**config.mk**
```make
export PLATFORM = sky130hd
export DESIGN_NAME = lbc_front
export DESIGN_NICKNAME = d
export VERILOG_FILES = /design/src/sv/lbc_pkg.sv /design/src/sv/lbc_front.sv
export SDC_FILE = /design/constraint.sdc
export NUM_CORES = 1
export LEC_CHECK = 0
export ABC_AREA = 1
export BUFFER_PORTS_ARGS = -buffer_cell sky130_fd_sc_hd__buf_2
export CAP_MARGIN = 30
export CORE_MARGIN = 2
export CORE_UTILIZATION = 40
export CTS_BUF_LIST = sky130_fd_sc_hd__clkbuf_4 sky130_fd_sc_hd__clkbuf_8
export DETAILED_ROUTE_END_ITERATION = 12
export GPL_TIMING_DRIVEN = 1
export PLACE_DENSITY_LB_ADDON = 0.12
export SETUP_SLACK_MARGIN = 0.02
export SLEW_MARGIN = 5
export SYNTH_ARGS = -nofsm -noshare
export SYNTH_HDL_FRONTEND = slang
export SYNTH_SLANG_ARGS = --single-unit
```
**constraint.sdc**
```tcl
create_clock -name clk -period 13.5 [get_ports clk]
set_input_delay 1.35 -clock clk [delete_from_list [all_inputs] [get_ports clk]]
set_output_delay 1.35 -clock clk [all_outputs]
set_load 0.01 [all_outputs]
```
**src/sv/lbc_pkg.sv**
```systemverilog
package lbc_pkg;

    localparam int MAX_ENTRIES     = 256;
    localparam int BLOCK_WORDS     = 32;
    localparam int NUM_DISKS       = 16;
    localparam int BLOCKS_PER_DISK = 256;
    localparam int MIN_CAP         = 2;

    localparam int ENTRY_W = $clog2(MAX_ENTRIES);
    localparam int CNT_W   = $clog2(MAX_ENTRIES + 1);
    localparam int WORD_W  = 5;
    localparam int DADDR_W = ENTRY_W + WORD_W;

    localparam logic [WORD_W-1:0] LAST_WORD = WORD_W'(BLOCK_WORDS - 1);

    typedef enum logic [2:0] {
        ST_OK       = 3'd0,
        ST_MISS     = 3'd1,
        ST_DISABLED = 3'd2,
        ST_RANGE    = 3'd3,
        ST_UPDATED  = 3'd4
    } status_t;

    typedef enum logic [2:0] {
        KIND_LKP_OFF,
        KIND_LKP,
        KIND_INS_FIRST,
        KIND_INS_WORD,
        KIND_INS_SKIP
    } kind_t;

    typedef struct packed {
        kind_t       kind;
        status_t     check;
        logic [3:0]  disk;
        logic [7:0]  blk;
        logic [WORD_W-1:0] word;
        logic [63:0] data;
    } lbc_item_t;

    typedef struct packed {
        logic             on;
        logic [CNT_W-1:0] cap;
        logic             clear;
    } lbc_cfg_t;

endpackage

```
**src/sv/lbc_front.sv**
```systemverilog
module lbc_front
    import lbc_pkg::*;
(
    input  logic        clk,
    input  logic        rst_n,
    input  lbc_cfg_t    cfg,
    input  logic        push,
    output logic        full,
    input  logic        opcode,
    input  logic [3:0]  disk,
    input  logic [7:0]  block_index,
    input  logic [4:0]  word_index,
    input  logic [63:0] data_in,
    input  logic        q_pop,
    output logic        q_empty,
    output lbc_item_t   q_item
);

    lbc_item_t  q_mem [2];
    logic       wr_ptr_reg, wr_ptr_next;
    logic       rd_ptr_reg, rd_ptr_next;
    logic [1:0] count_reg, count_next;
    lbc_item_t  cls;
    logic       do_push, do_pop;

    // classify on entry
    always_comb
    begin
        cls.disk  = disk;
        cls.blk   = block_index;
        cls.word  = word_index;
        cls.data  = data_in;
        cls.check = ST_OK;
        if (!opcode)
        begin
            cls.kind = cfg.on ? KIND_LKP : KIND_LKP_OFF;
        end
        else if (32'(word_index) >= BLOCK_WORDS)
        begin
            cls.kind = KIND_INS_SKIP;
        end
        else if (word_index == '0)
        begin
            cls.kind = KIND_INS_FIRST;
            if (!cfg.on)
            begin
                cls.check = ST_DISABLED;
            end
            else if (32'(disk) >= NUM_DISKS || 32'(block_index) >= BLOCKS_PER_DISK)
            begin
                cls.check = ST_RANGE;
            end
        end
        else
        begin
            cls.kind = KIND_INS_WORD;
        end
    end

    assign full    = (count_reg == 2'd2);
    assign q_empty = (count_reg == 2'd0);
    assign q_item  = q_mem[rd_ptr_reg];
    assign do_push = push && !full;
    assign do_pop  = q_pop && !q_empty;

    always_comb
    begin
        wr_ptr_next = do_push ? ~wr_ptr_reg : wr_ptr_reg;
        rd_ptr_next = do_pop ? ~rd_ptr_reg : rd_ptr_reg;
        count_next  = count_reg + 2'(do_push) - 2'(do_pop);
    end

    always_ff @(posedge clk)
    begin
        if (do_push)
        begin
            q_mem[wr_ptr_reg] <= cls;
        end
    end

    always_ff @(posedge clk or negedge rst_n)
    begin
        if (!rst_n)
        begin
            wr_ptr_reg <= 1'b0;
            rd_ptr_reg <= 1'b0;
            count_reg  <= 2'd0;
        end
        else
        begin
            wr_ptr_reg <= wr_ptr_next;
            rd_ptr_reg <= rd_ptr_next;
            count_reg  <= count_next;
        end
    end

endmodule

```
==> flow_metrics.py, run 1 <==
metrics = {
    "run_status": {
        "outcome": "completed",
    },
    "logic_synthesis": {
        "synthesis.instances": 486,
        "synth.cell_area_mm2": 0.00643,
        "postSynthAreaPerCell_um2": 13.2,
        "seq_area_frac_synth_pct": 80.0,
        "synthDominantAreaCellType": "sky130_fd_sc_hd__edfxtp_1",
        "yosys-top-cells-area": "sky130_fd_sc_hd__edfxtp_1 78%, sky130_fd_sc_hd__nand2_1 16%, sky130_fd_sc_hd__dfrtp_1 1.6%",
        "synth-seq-cells": 172,
        "ys_types": 13,
        "post-synth-top-area-fraction_pct": 78.5,
        "ys_warn_count": 0,
    },
    "cts": {
        "cts-root-to-sink-buffers": 2,
        "clkSlewWorstSetupHoldPaths_ns": 0.08,
        "cts_setup_buffers": 0,
        "numCtsBuffers": 17,
        "cts_max_level": 4,
        "clock_insertion_delay_worst_skew_ns": 0.45,
        "clock_tree_from_tritoncts": "built",
        "ctsResizeCount": 0,
        "holdBufCountCts": 0,
        "cts_root_buffer": "sky130_fd_sc_hd__clkbuf_8",
        "cts.sinks": 172,
    },
    "cells_and_area": {
        "n_fill_cell": 1501,
        "multi_input_gate_area_mm2": 0.00109,
        "design.final.nets": 761,
        "final_cell_count_no_fill": 892,
        "seq_cell_area_mm2": 0.00515,
        "area_growth_pct": 22.8,
        "final_util_pct": 50.0,
        "postLayoutCellArea_mm2": 0.00789,
        "largest_register_ff_count": 168,
        "proportion_of_layout_cells_with_a_drive_suffix_above_1_pct": 31.0,
    },
    "place": {
        "post_place_setup_slack_ns": 10.27,
        "port_buffers": 172,
        "detailed_placement_hpwl_um": 7840,
        "globalplace.congestion": 0.737,
        "placed_cells_incl_taps": 859,
        "placement.cell_area_mm2": 0.00745,
    },
    "timing": {
        "period_needed_ns": 3.63,
        "timing.final.ws_setup_ns": 9.87,
        "setup_violations": 0,
        "relSlewSlack_pct": 37.1,
        "worst_slew_pin_slew_ns": 0.943,
        "totalNegativeSetupSlack_ns": 0,
        "grt_setup_unrepaired": "false",
        "fmaxAchievable_mhz": 275,
        "layout_worst_path_cycle_share_pct": 26.9,
        "report.final.hold_viol_count": 0,
        "maxSlewViolCount": 0,
        "final.setup_skew_ns": 0.00869,
    },
    "die": {
        "floorplan.io_pins": 186,
        "floorplan_row_count": 46,
        "die-width_um": 131,
        "die_height_um": 131,
        "design.die.area_mm2": 0.0171,
        "design.core.area_mm2": 0.0158,
        "initial_core_util_pct": 40.8,
    },
    "power": {
        "power.static_leakage_nw": 3.44,
        "power.ir.vdd_worst_mv": 0.0964,
        "power.share.combinational_pct": 32.0,
        "intPower_mw": 1.12,
        "pwr-share-seq_pct": 44.7,
        "pwr-share-clk_pct": 23.3,
        "switching_share_pct": 33.4,
        "psw_mw": 0.563,
        "power-per-cell-area_mw_per_mm2": 214,
    },
    "detailed_routing": {
        "detailroute.via_count": 3966,
        "post_drt_wl_per_cell_um": 14.4,
        "antenna_left": 0,
        "drc": 0,
        "detailedRoute.firstIterationViolations": 203,
        "drt_wl_total_um": 12900,
        "detailedRoute.firstPassIterationCount": 4,
        "avgViaCountPerCell": 4.45,
    },
    "critical_path": {
        "critical_path_required_ns": 12.15,
        "setup.worst_path.start_class": "flop",
        "critPathKind": "flop to output pin",
        "worstPathArrival_ns": 2.28,
        "worstPathMaxFanout": 54,
        "end_kind": "output pin",
    },
    "hold_path": {
        "min-delay-path-class": "flop to flop",
    },
    "grt": {
        "globalRouteOverflowTotal": 0,
        "globalRouteTotalUtil_pct": 15.3,
        "grt_antenna_before_repair": 3,
        "grt_pass1_vias": 3957,
        "grt_start_max_net_pins": 86,
        "grt_first_pass_wirelength_um": 19300,
    },
    "job": {
        "max-cap-violations": 0,
    },
}
area by class of cell:
| cell class | instances | share of cell area [%] |
|---|---|---|
| antenna | 2 | 0.0634 |
| tap | 216 | 3.43 |
| timing repair buffer | 177 | 11.4 |
| sequential | 172 | 65.2 |
| inverter | 12 | 0.587 |
| multi-input combinational | 282 | 13.8 |
| clock inverter | 10 | 2.17 |
| clock buffer | 21 | 3.35 |
per-stage QoR:
step,power (mW),hold slack (ns)
2_1_floorplan,1.11,0.442
3_3_place_gp,1.31,0.457
3_5_place_dp,1.32,0.480
4_1_cts,1.72,0.500
5_1_grt,1.80,0.537
6_report,1.69,0.498
layout by cell type, fill, tap and decap left out, drive strengths merged:
cell type  netlist  routed
buf             22     177
bufinv           0       5
clkbuf           0      21
clkinv           0       6
conb             1       3
dfrtp            4       4
diode            0       2
edfxtp         168     168
ha               2       2
inv             12      11
nand2          267     267
nand3            3       3
nor2             6       6
nor3             1       1
power by group through the flow:
stage	Sequential [mW]	Clock [mW]	Combinational, mW
after global routing	0.764	0.425	0.614
after CTS	0.755	0.404	0.560
after detailed placement	0.767	0	0.558
final	0.754	0.393	0.540
after floorplan	0.771	0	0.344
after global placement	0.762	0	0.552
cell families after synthesis:
family        count (synthesis)  synth area share (%)
fa+ha+maj                     2                 0.389
buf+inv                      34                  3.25
flops                       172                  80.0
other cells                   1                0.0583
simple gates                277                  16.3
final timing paths:
| path | startpoint | to | slack (ns) | cells after the start |
|---|---|---|---|---|
| setup / recovery | rd_ptr_reg | q_item[16] | 9.87 | 5 |
| hold / removal | wr_ptr_reg | wr_ptr_reg | 0.50 | 2 |
| setup reg to reg | count_reg[1] | q_mem[0][29] | 11.30 | 4 |
| hold reg to reg | wr_ptr_reg | wr_ptr_reg | 0.50 | 2 |
| max in group asynchronous | rst_n | rd_ptr_reg | 12.66 | 1 |
| min in group asynchronous | rst_n | rd_ptr_reg | 0.70 | 1 |
Yosys cell counts:
cell type	instances
sky130_fd_sc_hd__nand2_1	267
sky130_fd_sc_hd__edfxtp_1	168
sky130_fd_sc_hd__buf_2	11
sky130_fd_sc_hd__inv_1	11
sky130_fd_sc_hd__buf_6	7
sky130_fd_sc_hd__nor2_1	6
sky130_fd_sc_hd__buf_4	4
sky130_fd_sc_hd__dfrtp_1	4
sky130_fd_sc_hd__nand3_1	3
sky130_fd_sc_hd__ha_1	2
sky130_fd_sc_hd__conb_1	1
sky130_fd_sc_hd__inv_2	1
sky130_fd_sc_hd__nor3_1	1
worst max-delay path, stage by stage (launching register included):
cell and delay (ns):
sky130_fd_sc_hd__dfrtp_2 0.41, sky130_fd_sc_hd__inv_2 0.45, sky130_fd_sc_hd__buf_4 0.62, sky130_fd_sc_hd__nand2_1 0.12, sky130_fd_sc_hd__nand2_1 0.09, sky130_fd_sc_hd__buf_2 0.13
metal layers:
layer  wire (um)  global-route usage, %  part of all wire, %  vias up
met4         257                   6.51                  2.0        0
met1        5260                   16.5                   41     1875
li1            -                      -                    -     1965
met2        6410                   26.2                   50      108
met3         948                   6.64                  7.4       18
met5           0                      0                    0        -
Note: power is estimated with default switching activity, not from simulation.
==> run 2: changes to the inputs <==
- clock period: 13.5 -> 2.93 ns (I/O delays scaled with it)
==> run 2 against run 1 <==
Global-route usage is 0.25 points higher. Critical path depth is 1 lower. Combinational power grew to 4.8 times the previous value. Clock skew is 0.0016 ns higher. Critical path type unchanged. Utilization is 1.5 points higher. Design area is 3.1% higher. Routed wire length is 1.1% higher. Power grew to 4.5 times the previous value. Clock power grew to 3.9 times the previous value. Clock-buffer cell count is 2 lower. Register-to-register slack worse by 10 ns.
==> flow_metrics.py, run 2 (synthesized netlist as in run 1, its figures left out) <==
metrics = {
    "timing": {
        "relSlewSlack_pct": 37.1,
        "period_needed_ns": 2.29,
        "maxSlewViolCount": 0,
        "final.setup_skew_ns": 0.0103,
        "worst_slew_pin_slew_ns": 0.944,
        "grt_setup_unrepaired": "false",
        "report.final.hold_viol_count": 0,
        "totalNegativeSetupSlack_ns": 0,
        "timing.final.ws_setup_ns": 0.641,
        "layout_worst_path_cycle_share_pct": 78.1,
        "finalHoldWorstSlack_ns": 0.0395,
        "setup_violations": 0,
        "fmaxAchievable_mhz": 437,
    },
    "die": {
        "initial_core_util_pct": 40.8,
        "die_height_um": 131,
        "floorplan_row_count": 46,
        "die-width_um": 131,
        "floorplan.io_pins": 186,
        "design.die.area_mm2": 0.0171,
        "design.core.area_mm2": 0.0158,
    },
    "place": {
        "placement.cell_area_mm2": 0.00749,
        "port_buffers": 172,
        "detailed_placement_hpwl_um": 8100,
        "post_place_setup_slack_ns": 1.06,
        "globalplace.congestion": 0.719,
    },
    "critical_path": {
        "register_to_register_setup_slack_ns": 1.19,
        "end_kind": "output pin",
        "critical-path-max-stage-delay_ns": 0.71,
        "worstPathMaxFanout": 85,
        "worstPathArrival_ns": 2.00,
        "crit-reg2reg-capture": "q_mem[1][63]",
        "cp_cell_sequence": "buf_4 -> nand2_1 -> nand2_1 -> buf_2",
        "worst-path-buf-inv": 2,
        "worst_path_most_repeated_cell": "sky130_fd_sc_hd__nand2_1",
        "critical_path_required_ns": 2.64,
        "setup.worst_path.start_class": "flop",
        "rr_worst_depth": 5,
        "cpLargestDelayFamily": "buffers and inverters",
        "critPathKind": "flop to output pin",
        "worst_path_max_delay_cell": "sky130_fd_sc_hd__buf_4",
        "r2r-start": "count_reg[0]",
    },
    "power": {
        "power-per-cell-area_mw_per_mm2": 931,
        "fin_total_pwr_mw": 7.57,
        "power.static_leakage_nw": 3.53,
        "power.ir.vdd_worst_mv": 0.483,
    },
    "cells_and_area": {
        "postLayoutCellArea_mm2": 0.00813,
        "area_growth_pct": 26.5,
        "largest_register_ff_count": 168,
        "n_fill_cell": 1431,
        "final_common_cell": "sky130_fd_sc_hd__nand2_1",
        "proportion_of_layout_cells_with_a_drive_suffix_above_1_pct": 29.6,
        "layout_common_cells": "267 x sky130_fd_sc_hd__nand2_1, 172 x sky130_fd_sc_hd__buf_2, 168 x sky130_fd_sc_hd__edfxtp_1, 29 x sky130_fd_sc_hd__dlygate4sd3_1, 17 x sky130_fd_sc_hd__clkbuf_8",
        "design.final.nets": 793,
    },
    "cts": {
        "cts-root-to-sink-buffers": 2,
        "cts_setup_buffers": 0,
        "clkSlewWorstSetupHoldPaths_ns": 0.08,
        "cts_root_buffer": "sky130_fd_sc_hd__clkbuf_8",
        "numCtsBuffers": 17,
        "cts_max_level": 4,
        "cts.sinks": 172,
        "clock_insertion_delay_worst_skew_ns": 0.44,
        "clock_tree_from_tritoncts": "built",
        "ctsResizeCount": 0,
    },
    "detailed_routing": {
        "drc": 0,
        "avgViaCountPerCell": 4.46,
        "detailedRoute.firstIterationViolations": 278,
        "antenna_left": 0,
        "drt_wl_total_um": 13000,
        "post_drt_wl_per_cell_um": 14.1,
        "detailroute.via_count": 4113,
        "detailedRoute.firstPassIterationCount": 4,
    },
    "grt": {
        "grt_first_pass_wirelength_um": 19600,
        "grt_pass1_vias": 4089,
        "gr-usage-met1_pct": 17.4,
        "globalRouteTotalUtil_pct": 15.5,
        "grt_antenna_before_repair": 0,
        "met3_usage_pct": 5.90,
        "gr-max-usage-layer": "met2",
        "grt_start_max_net_pins": 86,
        "globalRouteOverflowTotal": 0,
        "grt.met2_usage_pct": 26.0,
    },
    "hold_path": {
        "hold-path-cell-count": 1,
        "min-delay-path-class": "primary input to flop",
        "hold_end": "q_mem[1][17]",
        "worstHoldStart": "data_in[17]",
    },
    "job": {
        "max-cap-violations": 0,
    },
    "run_status": {
        "outcome": "completed",
    },
}
run 2: power by group:
group | leakage [nW] | internal [mW] | total, mW | switching [mW]
sequential | 1.61 | 3.36 | 3.48 | 0.123
clock | 0.176 | 0.748 | 1.52 | 0.775
combinational | 1.75 | 0.852 | 2.57 | 1.72
total | 3.53 | 4.95 | 7.57 | 2.62
run 2: how the worst max path moves through the flow:
| stage | startpoint | end | slack [ns] | cells after the start |
|---|---|---|---|---|
| 2_1_floorplan | wr_ptr_reg | q_mem[0][0] | 0.29 | 3 |
| 3_5_place_dp | rd_ptr_reg | q_item[12] | 1.06 | 4 |
| 4_1_cts | rd_ptr_reg | q_item[12] | 0.55 | 4 |
| 3_3_place_gp | rd_ptr_reg | q_item[33] | 1.09 | 4 |
| 6_report | rd_ptr_reg | q_item[34] | 0.64 | 4 |
| 5_1_grt | rd_ptr_reg | q_item[29] | 0.44 | 4 |
run 2: area by class of cell:
class                      count  area (um2)  share of cell area (%)
antenna                        1        2.50                  0.0308
clock buffer                  19         249                    3.06
clock inverter                11         104                    1.28
inverter                      12        46.3                   0.569
multi-input combinational    282        1090                    13.4
sequential                   172        5150                    63.3
tap                          216         270                    3.32
timing repair buffer         209        1220                    15.0
run 2: what timing repair did:
action	CTS	global route
endpoints found under the setup margin	0	0
hold endpoints to repair	55	4
hold buffers	27	2
run 2: per-stage QoR:
stage	utilization (%)	cells
after floorplan	-	488
after global placement	47.5	862
after detailed placement	47.5	862
after CTS	51.4	919
after global routing	51.6	921
final	51.6	922
run 2: routing by layer:
layer	wire (um)	vias up
li1	-	2027
met1	5260	1941
met2	6560	122
met3	907	23
met4	288	0
met5	0	-
